### src/hw/rtl/lprl_pkg.sv
// Shared types, constants and the match selection function for the route lookup.
// No dependencies; every other file in hw/rtl uses it by scoped name.
`default_nettype none

package lprl_pkg;

	localparam int TABLE_DEPTH = 64;
	localparam int GROUP_SIZE  = 8;
	localparam int GROUP_COUNT = TABLE_DEPTH / GROUP_SIZE;

	localparam int ADDR_W   = 32;
	localparam int INDEX_W  = 6;
	localparam int PREFIX_W = 6;
	localparam int IFC_W    = 8;
	localparam int COUNT_W  = 7;

	typedef enum logic {
		ACT_WRITE  = 1'b0,
		ACT_LOOKUP = 1'b1
	} action_t;

	// One candidate route: a hit flag and the fields that ride with it.
	typedef struct packed {
		logic                hit;
		logic [PREFIX_W-1:0] prefix;
		logic [IFC_W-1:0]    ifc;
	} cand_t;

	typedef cand_t [GROUP_SIZE-1:0]  cand_grp_t;
	typedef cand_t [TABLE_DEPTH-1:0] cand_all_t;
	typedef cand_t [GROUP_COUNT-1:0] cand_win_t;

	// Longest prefix among hits; on a tie the lower slot keeps its place.
	// A result with no hit is all zeros.
	function automatic cand_t best_of(input cand_grp_t c);
		cand_t best;
		best = '0;
		for (int i = 0; i < GROUP_SIZE; i++) begin
			if (c[i].hit && (!best.hit || c[i].prefix > best.prefix)) begin
				best = c[i];
			end
		end
		return best;
	endfunction

endpackage

`default_nettype wire

### src/hw/rtl/lprl_reduce.sv
// Two-level registered selection of the winning route: groups, then final.
// Depends on lprl_pkg.
`default_nettype none

module lprl_reduce (
	input  wire logic                clk,
	input  wire logic                arst_n,
	input  wire logic                valid_s2,
	input  wire lprl_pkg::cand_all_t cand_s2,
	output logic                     valid_s4,
	output lprl_pkg::cand_t          best_s4
);

	logic                valid_s3;
	lprl_pkg::cand_win_t win_s3;
	lprl_pkg::cand_win_t win_d;
	lprl_pkg::cand_grp_t final_in;

	always_comb begin
		for (int g = 0; g < lprl_pkg::GROUP_COUNT; g++) begin
			win_d[g] = lprl_pkg::best_of(
				cand_s2[g*lprl_pkg::GROUP_SIZE +: lprl_pkg::GROUP_SIZE]);
		end
	end

	// Group winners keep slot order, so the lowest slot still wins a tie.
	always_comb begin
		final_in = '0;
		for (int g = 0; g < lprl_pkg::GROUP_COUNT; g++) begin
			final_in[g] = win_s3[g];
		end
	end

	always_ff @(posedge clk or negedge arst_n) begin
		if (!arst_n) begin
			valid_s3 <= 1'b0;
			valid_s4 <= 1'b0;
		end else begin
			valid_s3 <= valid_s2;
			valid_s4 <= valid_s3;
		end
	end

	always_ff @(posedge clk) begin
		win_s3  <= win_d;
		best_s4 <= lprl_pkg::best_of(final_in);
	end

endmodule

`default_nettype wire

### config.mk
export PLATFORM = sky130hd
export DESIGN_NAME = lprl_reduce
export DESIGN_NICKNAME = d
export VERILOG_FILES = /design/src/hw/rtl/lprl_pkg.sv /design/src/hw/rtl/lprl_reduce.sv
export SDC_FILE = /design/constraint.sdc
export NUM_CORES = 1
export LEC_CHECK = 0
export ABC_AREA = 1
export BUFFER_PORTS_ARGS = -buffer_cell sky130_fd_sc_hd__clkbuf_2
export CELL_PAD_IN_SITES_DETAIL_PLACEMENT = 0
export CELL_PAD_IN_SITES_GLOBAL_PLACEMENT = 1
export CORE_AREA = 2 2 379 381
export DETAILED_ROUTE_END_ITERATION = 8
export DIE_AREA = 0 0 381 383
export PLACE_DENSITY_LB_ADDON = 0.1
export SLEW_MARGIN = 20
export SYNTH_ARGS = -nofsm -noshare
export SYNTH_HDL_FRONTEND = slang
export SYNTH_SLANG_ARGS = --single-unit
### constraint.sdc
create_clock -name clk -period 27.5 [get_ports clk]
set_input_delay 4.125 -clock clk [delete_from_list [all_inputs] [get_ports clk]]
set_output_delay 4.125 -clock clk [all_outputs]
set_load 0.02 [all_outputs]
==> metrics.md, run 1 <==
| Metric | Value |
|---|---|
| Status | `completed` |
| Fmax | `0.05573 GHz` |
| Placer Congestion | `0.9372` |
| DRT Wirelength | `140400 um` |
| Number of port buffers | `978` |
| Initial core utilization | `17.58%` |
| Syn_area_per_cell | `5.703 um2` |
| Avg WL per Cell | `between 15 and 20 um` |
| Critical Path Most Common Cell | `nand2_1` |
| Bufs on Longest Clock Path | `2` |
| Full die area | `0.1459 mm2` |
| Largest net degree at the start of global routing | `25` |
| Global route total overflow | `0` |
| Slowest stage delay, CP | `0.61 ns` |
| Via density | `4.216` |
| Main flop type after synthesis | `dfxtp_1` |
| Area grow syn2layout | `29.02%` |
| Yosys top cell by area | `nand2_1` |
| Post-CTS setup buffers | `0` |
| Register area share after synthesis | `11.00%` |
| Vias in the first global route | `30590` |
| RSZ-0062 raised after global routing | `false` |
| Num CTS Buffers | `17` |
| Clock Root Buffer | `clkbuf_16` |
| Drt initial violations | `1525` |
| Commonest cells post-synth | `nand2_1, nand3_1, inv_1` |
| Die X | `381 um` |
| Slew HR | `roughly a third` |
| Initial antenna violation count | `46` |
| Crit start category | `primary input` |
| Post_cts resized | `0` |
| Crit path DAT | `around 18 ns` |
| Clock Latency Late Sink | `0.48 ns` |
| Tmin final | `17.94 ns` |
| Post-route setup TNS | `0 ns` |
| Total GRT Usage | `18.58%` |
| Number of synthesized register bits | `about 140` |
| CTS tree | `built` |
| Setup crit end kind | `flip-flop` |
| Most common cell in the netlist | `nand2_1` |
| Hold WC Path Type | `flip-flop to flip-flop` |
| Multi-input gate area | `around 0.019 mm2` |
| Wire length of the first global-routing pass | `around 200000 um` |
| DP HPWL | `126200 um` |
| DRT antenna net count | `0` |
| Final setup fails | `0` |
| H-tree levels | `4` |
| Number of top-level pins | `979` |
| Hold buffer count at CTS | `0` |
| Synth unique cells | `34` |
| Max-slew violations | `0` |
| Slowest cell on the critical path | `nand2_1` |
| Crit path required time | `between 20 and 30 ns` |
| Max-cap viol count | `0` |
| CTS clk-pin slew, worst paths | `0.08 ns` |
| Core ar. | `0.1423 mm2` |
| WHS | `0.3575 ns` |
| CP Class | `primary input to flip-flop` |
| R2R Setup Slk | `13.26 ns` |
| # clock sinks | `137` |
| Synth Net Count | `roughly 5700` |
| Fin crit share | `65.25%` |
| Post-Syn Area | `0.02502 mm2` |
| Filler cell count | `16840` |
| Area contributors post-synth | `nand2_1, ha_1, nand3_1` |
| Final nets | `6577` |
| Ratio of cells with drive above 1 in the final layout | `24.01%` |
| Worst-margin pin slew | `0.9867 ns` |
| Synth Instances | `4386` |
| Row cnt | `139` |
| Peak fanout along the critical path | `23` |
| Critical path buffers and inverters | `12` |
| Family with the most delay on the worst path | `simple AND/OR/NAND/NOR gates` |
| First-pass DRT Iterations | `8` |
| DIE HEIGHT | `between 300 and 400 um` |
| Reg area | `0.002753 mm2` |
| Yosys warns | `0` |
| Post-synth ARST share | `1.460%` |
| Final count of hold timing violations | `0` |
| Remaining DRCs | `0` |
| Routed vias | `between 30000 and 40000` |
| Synth top area share | `21.46%` |
| Post-synth EDFFs | `0` |
| Clock skew | `0.01433 ns` |
[layout make-up]
cell class	count	share of cell area (%)
Clock buffer	17	1.318
Inverter	556	6.467
Clock inverter	14	0.6823
Sequential cell	137	8.529
Timing Repair Buffer	982	15.26
Antenna cell	12	0.09304
Multi-Input combinational cell	3542	60.27
Tap cell	1903	7.378
[cells in the final DEF, fill, tap and decap left out, drive strengths merged, types with 2 or more instances in the layout]
master    count
dfxtp       135
inv         542
nand3b       68
or4           8
a21oi       156
dfrtp         2
clkbuf      995
ha          378
nand4        21
clkinvlp      3
and2         90
or2         244
o21ai        93
nor3          3
o211ai       39
o21bai       20
nor2        133
buf           4
nand3       854
diode        12
bufinv        5
clkinv       20
nand2      1433
[cell families after synthesis]
kind of cell / synth area share (%)
AO/OA/AOI/OAI: 6.917
flip-flops: 11.00
adder cells (fa/ha/maj): 18.91
AND/OR/NAND/NOR: 51.94
buffers and inverters: 11.23
[path summary, 6_finish.rpt]
check / cells after the start / end / startpoint
max: 76 / final_in[93] / cand_s2[734]
min reg2reg: 0 / valid_s4 / valid_s3
min: 0 / valid_s4 / valid_s3
min in group asynchronous: 1 / valid_s4 / arst_n
max reg2reg: 77 / best_s4[11] / final_in[14]
max in group asynchronous: 1 / valid_s3 / arst_n
[stage by stage]
stage / utilization [%] / std cells / area [um2] / setup WS (ns)
2_1_floorplan: - / 4386 / 25020 / 14.00
3_3_place_gp: 22.21 / 7120 / 31600 / 8.847
3_5_place_dp: 22.21 / 7120 / 31600 / 9.107
4_1_cts: 22.66 / 7151 / 32240 / 9.570
5_1_grt: 22.68 / 7160 / 32270 / 7.916
6_report: 22.69 / 7163 / 32270 / 9.558
[state kept, by name (all words and copies together), names as in the netlist]
name / cells
valid_s3: 1
best_s4: 15
final_in: 120
valid_s4: 1
[worst reg2reg max path, delay by kind of cell (launching register included)]
kind / cells / cell delay, ns
AOI/OAI and AO/OA: 15 / 1.66
buffers and inverters: 12 / 1.87
adders and majority gates: 7 / 1.89
and+or+nand+nor: 43 / 7.94
DFF: 1 / 0.70
[layer usage]
| metal | track usage (%) | wire [um] |
|---|---|---|
| met1 | 22.95 | 61790 |
| met2 | 33.38 | 69670 |
| met3 | 3.497 | 6594 |
| met4 | 3.638 | 1989 |
| met5 | 0 | 335 |
Power of run 1 is left out: the tool's default activity adds up to more than one toggle a clock period on the data nets, which glitch-free logic cannot reach.
==> run 2, diff against run 1 <==
--- a/config.mk
+++ b/config.mk
@@ -9,9 +9,9 @@
 export BUFFER_PORTS_ARGS = -buffer_cell sky130_fd_sc_hd__clkbuf_2
 export CELL_PAD_IN_SITES_DETAIL_PLACEMENT = 0
 export CELL_PAD_IN_SITES_GLOBAL_PLACEMENT = 1
-export CORE_AREA = 2 2 379 381
+export CORE_AREA = 2 2 380 382
 export DETAILED_ROUTE_END_ITERATION = 8
-export DIE_AREA = 0 0 381 383
+export DIE_AREA = 0 0 382 384
 export PLACE_DENSITY_LB_ADDON = 0.1
 export SLEW_MARGIN = 20
 export SYNTH_ARGS = -nofsm -noshare
==> constraint.sdc (replaced) <==
create_clock -name clk -period 15.3 [get_ports clk]
set_input_delay 2.295 -clock clk [delete_from_list [all_inputs] [get_ports clk]]
set_output_delay 2.295 -clock clk [all_outputs]
set_load 0.02 [all_outputs]
==> run 2 against run 1 <==
Against the previous run:
- sequential share of layout area decreased by 0.28 points
- count of clock-buffer cells in the layout increased by 2
- design area increased by 3.4%
- register-to-register slack got worse by 11 ns
- flip-flop and latch count unchanged
- clock skew about the same
- critical path depth increased by 1
- first-iteration DRC count decreased by 10%
- core utilization increased by 0.68 points
- setup slack got worse by 8.0 ns
- die area increased by 0.52%
- final cell count increased by 1.9%
==> metrics.md, run 2 (same netlist as run 1, synthesis figures left out) <==
| Metric | Value |
|---|---|
| Avg WL per Cell | `19.36 um (-1.2%)` |
| Reg area | `0.002753 mm2 (unchanged)` |
| Crit start category | `primary input` |
| Final count of hold timing violations | `0 (unchanged)` |
| DIE HEIGHT | `384 um (+0.26%)` |
| Remaining DRCs | `0 (unchanged)` |
| Total GRT Usage | `18.51% (-0.076 points)` |
| Die X | `382 um (+0.26%)` |
| LEAKAGE | `0.01953 uW` |
| Slew HR | `51.18% (+17 points)` |
| Max reg flops | `120 (unchanged)` |
| Peak supply drop | `approximately 0.42 mV` |
| Row cnt | `139 (unchanged)` |
| Final setup fails | `0 (unchanged)` |
| CTS tree | `built` |
| Final nets | `6707 (+2.0%)` |
| Number of top-level pins | `979 (unchanged)` |
| H-tree levels | `4 (unchanged)` |
| Hold WC Path Type | `flip-flop to flip-flop` |
| Max-cap viol count | `0 (unchanged)` |
| Ratio of cells with drive above 1 in the final layout | `25.93% (+1.9 points)` |
| Fin crit share | `89.92%` |
| Via density | `4.212 (about the same)` |
| Num CTS Buffers | `17 (unchanged)` |
| # clock sinks | `137 (unchanged)` |
| Clock skew | `0.01464 ns (+0.0003075 ns)` |
| Commonest non-fill, non-tap cell in the layout | `nand2_1` |
| Full die area | `0.1467 mm2 (+0.52%)` |
| Most frequent cells in the layout | `nand2_1, clkbuf_2, nand3_1, inv_1, ha_1` |
| Post-Layout Inst Area | `0.03336 mm2 (+3.4%)` |
| Tmin final | `13.76 ns` |
| DRT Wirelength | `141400 um (+0.70%)` |
| CP Class | `primary input to flip-flop` |
| Final Power | `9705 uW` |
| Clock Root Buffer | `clkbuf_16` |
| Critical Path Most Common Cell | `nand2_1` |
| Area grow syn2layout | `33.38%` |
| Crit path required time | `15.66 ns (-12.16 ns)` |
| Wire length of the first global-routing pass | `202300 um (+0.16%)` |
| Initial antenna violation count | `49 (+6.5%)` |
| Initial core utilization | `17.52% (-0.064 points)` |
| Fmax | `about 0.073 GHz` |
| Filler cell count | `16870 (+0.20%)` |
| Peak fanout along the critical path | `22 (-4.3%)` |
| First-pass DRT Iterations | `5 (-3)` |
| CTS clk-pin slew, worst paths | `0.07 ns (about the same)` |
| Critical path buffers and inverters | `10 (-2)` |
| Setup crit end kind | `flip-flop` |
| Routed vias | `30750 (+1.8%)` |
| Global route total overflow | `0 (unchanged)` |
| Pwr Density | `between 200 and 300 mW/mm2` |
| Status | `completed` |
| Core ar. | `0.1428 mm2 (+0.37%)` |
| Vias in the first global route | `31160 (+1.9%)` |
| Multi-input gate area | `0.01946 mm2 (about the same)` |
| Slowest cell on the critical path | `nand2_1` |
| Post-CTS setup buffers | `0 (unchanged)` |
| Clock Latency Late Sink | `0.48 ns (about the same)` |
| Bufs on Longest Clock Path | `2 (unchanged)` |
| RSZ-0062 raised after global routing | `false` |
| Family with the most delay on the worst path | `simple AND/OR/NAND/NOR gates` |
| Placer Congestion | `0.9066 (-3.3%)` |
| Crit path DAT | `14.11 ns (-4.16 ns)` |
| Post-route setup TNS | `0 ns (unchanged)` |
| Number of port buffers | `978 (unchanged)` |
| Worst-margin pin slew | `0.7306 ns (-0.2561 ns)` |
| Placed Area | `0.03265 mm2 (+3.3%)` |
| DRT antenna net count | `0 (unchanged)` |
| Slowest stage delay, CP | `0.44 ns (-0.17 ns)` |
| Drt initial violations | `1366 (-10%)` |
| Max-slew violations | `0 (unchanged)` |
| Largest net degree at the start of global routing | `24 (-4.0%)` |
| DP HPWL | `128300 um (+1.6%)` |
-- run 2: cell count changes in the layout (fill, tap and decap cells not counted), sizes merged --
cell | previous run | this run
buf | 4 | 134
clkinv | 20 | 19
clkinvlp | 3 | 1
bufinv | 5 | 4
clkbuf | 995 | 997
diode | 12 | 19
inv | 542 | 545
-- run 2: per-layer routing --
layer / wire length (um) / GRT usage (%) / up-vias
met3: 6275 / 3.264 / 123
li1: - / - / 16220
met2: 70830 / 33.46 / 667
met4: 1817 / 3.507 / 44
met5: 271 / 0 / -
met1: 62170 / 22.85 / 13700
-- run 2: path summary, 6_finish.rpt --
check	from	end	slack, ns	cells past startpoint
max	cand_s2[254]	final_in[33]	1.54	77
min	valid_s3	valid_s4	0.37	0
max reg2reg	final_in[14]	best_s4[4]	1.93	77
min reg2reg	valid_s3	valid_s4	0.37	0
max in group asynchronous	arst_n	valid_s4	13.62	1
min in group asynchronous	arst_n	valid_s3	1.59	1
-- run 2: area by class of cell --
cell class | instances | share of cell area (%)
antenna | 19 | 0.1425
clock buffer | 19 | 1.358
clock inverter | 13 | 0.6150
inverter | 556 | 6.255
multi-input combinational | 3542 | 58.33
sequential | 137 | 8.250
tap | 1903 | 7.136
timing repair buffer | 1112 | 17.91
-- run 2: through the flow --
step | hold slack [ns] | worst slack, ns | instances | util (%)
2_1_floorplan | 0.3312 | 3.634 | 4386 | -
3_3_place_gp | 0.3496 | 0.6157 | 7250 | 22.87
3_5_place_dp | 0.3478 | 0.5431 | 7250 | 22.87
4_1_cts | 0.3735 | 1.026 | 7282 | 23.33
5_1_grt | 0.3787 | 0.02360 | 7298 | 23.36
6_report | 0.3668 | 1.543 | 7301 | 23.37
-- run 2: what timing repair did --
action / in CTS / in global routing
hold buffers: 0 / 0
resized for setup: 0 / 4
setup endpoints to repair: 0 / 22
-- run 2: where the power goes --
| group | total [uW] | switching [uW] | leakage [uW] | internal, uW |
|---|---|---|---|---|
| Clock | 478 | 191 | 0.000321 | 286 |
| Combinational | 8480 | 5600 | 0.0180 | 2880 |
| Sequential | 743 | 127 | 0.00116 | 616 |
| Total | 9710 | 5920 | 0.0195 | 3780 |
No activity file was read; power rests on OpenSTA's default activity.
==> run 3, diff against run 2 <==
--- a/config.mk
+++ b/config.mk
@@ -6,13 +6,15 @@
 export NUM_CORES = 1
 export LEC_CHECK = 0
 export ABC_AREA = 1
+export ABC_CLOCK_PERIOD_IN_PS = 15300
 export BUFFER_PORTS_ARGS = -buffer_cell sky130_fd_sc_hd__clkbuf_2
-export CELL_PAD_IN_SITES_DETAIL_PLACEMENT = 0
+export CELL_PAD_IN_SITES_DETAIL_PLACEMENT = 1
 export CELL_PAD_IN_SITES_GLOBAL_PLACEMENT = 1
 export CORE_AREA = 2 2 380 382
 export DETAILED_ROUTE_END_ITERATION = 8
 export DIE_AREA = 0 0 382 384
 export PLACE_DENSITY_LB_ADDON = 0.1
+export SKIP_CTS_REPAIR_TIMING = 1
 export SLEW_MARGIN = 20
 export SYNTH_ARGS = -nofsm -noshare
 export SYNTH_HDL_FRONTEND = slang
==> run 3 against run 2 <==
Against the previous run:
- critical path depth down 2
- worst hold slack worse by 0.0080 ns
- design area down 0.15%
- largest cell class unchanged
==> metrics.md, run 3 (same netlist as run 1, synthesis figures left out) <==
| Metric | Value |
|---|---|
| Final setup fails | `0 (unchanged)` |
| Peak supply drop | `0.5499 mV (+30%)` |
| Num CTS Buffers | `17 (unchanged)` |
| Critical Path Most Common Cell | `nand2_1` |
| H-tree levels | `4 (unchanged)` |
| Initial core utilization | `17.52% (unchanged)` |
| Number of top-level pins | `979 (unchanged)` |
| Global route total overflow | `0 (unchanged)` |
| Critical path buffers and inverters | `9 (-1)` |
| Full die area | `0.1467 mm2 (unchanged)` |
| CP Class | `primary input to flip-flop` |
| Routed vias | `31440 (+2.2%)` |
| LEAKAGE | `0.01948 uW (-0.25%)` |
| Status | `completed` |
| Setup crit end kind | `flip-flop` |
| Most frequent cells in the layout | `nand2_1, clkbuf_2, nand3_1, inv_1, ha_1` |
| Fin crit share | `89.57% (-0.35 points)` |
| Area grow syn2layout | `33.17%` |
| Placer Congestion | `0.9066 (unchanged)` |
| Finished Layout Cells | `7310 (+0.12%)` |
| Core ar. | `0.1428 mm2 (unchanged)` |
| Max reg flops | `120 (unchanged)` |
| Tmin final | `13.70 ns (-0.05324 ns)` |
| Commonest non-fill, non-tap cell in the layout | `nand2_1` |
| Crit path required time | `15.66 ns (about the same)` |
| Clock skew | `0.01900 ns (+0.004357 ns)` |
| First-pass DRT Iterations | `5 (unchanged)` |
| Fmax | `0.07297 GHz (+0.39%)` |
| Max-cap viol count | `0 (unchanged)` |
| Initial antenna violation count | `61 (+24%)` |
| DP HPWL | `132000 um (+2.9%)` |
| Family with the most delay on the worst path | `simple AND/OR/NAND/NOR gates` |
| Max-slew violations | `0 (unchanged)` |
| # clock sinks | `137 (unchanged)` |
| Clock Root Buffer | `clkbuf_16` |
| Slowest stage delay, CP | `0.50 ns (+0.06 ns)` |
| Final count of hold timing violations | `0 (unchanged)` |
| Wire length of the first global-routing pass | `209500 um (+3.6%)` |
| Avg WL per Cell | `19.82 um (+2.3%)` |
| CTS tree | `built` |
| Final Power | `9753 uW (+0.49%)` |
| Ratio of cells with drive above 1 in the final layout | `25.97% (+0.037 points)` |
| DIE HEIGHT | `384 um (unchanged)` |
| Via density | `4.302 (+2.1%)` |
| Vias in the first global route | `32730 (+5.0%)` |
| Pwr Density | `292.8 mW/mm2 (+0.64%)` |
| Final nets | `6707 (unchanged)` |
| Worst-margin pin slew | `0.7359 ns (+0.005357 ns)` |
| Crit path DAT | `14.07 ns (-0.04 ns)` |
| Die X | `382 um (unchanged)` |
| CTS clk-pin slew, worst paths | `0.08 ns (about the same)` |
| Post-route setup TNS | `0 ns (unchanged)` |
| Slowest cell on the critical path | `nand2_1` |
| Row cnt | `139 (unchanged)` |
| Largest net degree at the start of global routing | `24 (unchanged)` |
| Remaining DRCs | `0 (unchanged)` |
| Drt initial violations | `1326 (-2.9%)` |
| Placed cells | `7250 (unchanged)` |
| Hold WC Path Type | `flip-flop to flip-flop` |
| Slew HR | `50.82% (-0.36 points)` |
| RSZ-0062 raised after global routing | `false` |
| Peak fanout along the critical path | `22 (unchanged)` |
| Bufs on Longest Clock Path | `2 (unchanged)` |
| Total GRT Usage | `19.08% (+0.58 points)` |
| Clock Latency Late Sink | `0.48 ns (about the same)` |
| DRT Wirelength | `144900 um (+2.5%)` |
| Crit start category | `primary input` |
| DRT antenna net count | `0 (unchanged)` |
| Number of port buffers | `978 (unchanged)` |
==> run 3: report_power, final <==
group          switching (uW)  internal, uW
Sequential                124           615
Combinational            5690          2910
Clock                     200           216
Total                    6010          3740
==> run 3: cell type report <==
type / count / area (um2)
Clock buffer: 17 / 425.4
Inverter: 556 / 2087
Multi-Input combinational cell: 3542 / 19470
Sequential cell: 137 / 2753
Antenna cell: 28 / 70.07
Timing Repair Buffer: 1112 / 5976
Tap cell: 1903 / 2381
Clock inverter: 15 / 153.9
Fill cell: 18540 / 109500
==> run 3: path summary, 6_finish.rpt <==
kind                               from           end  slack [ns]  cells past startpoint
min in group asynchronous        arst_n      valid_s4        1.58                      1
max                        cand_s2[254]  final_in[33]        1.60                     75
max in group asynchronous        arst_n      valid_s3       13.63                      1
min reg2reg                    valid_s3      valid_s4        0.36                      0
max reg2reg                final_in[14]    best_s4[4]        2.13                     76
min                            valid_s3      valid_s4        0.36                      0
==> run 3: routing by layer <==
| layer | routed length (um) | vias to the layer above | global-route usage [%] |
|---|---|---|---|
| met1 | 62580 | 14440 | 23.16 |
| met5 | 356 | - | 0 |
| met3 | 6861 | 134 | 3.919 |
| met2 | 72770 | 582 | 34.05 |
| li1 | - | 16240 | - |
| met4 | 2284 | 54 | 4.812 |
==> run 3: per-stage QoR <==
stage	area [um2]	util (%)	setup WS [ns]	hold slack (ns)
6_report	33310	23.33	1.596	0.3588
5_1_grt	33310	23.33	0.01043	0.3723
4_1_cts	33230	23.27	0.7869	0.3599
3_5_place_dp	32650	22.87	0.2739	0.3413
3_3_place_gp	32650	22.87	0.6157	0.3496
2_1_floorplan	25020	-	3.634	0.3312
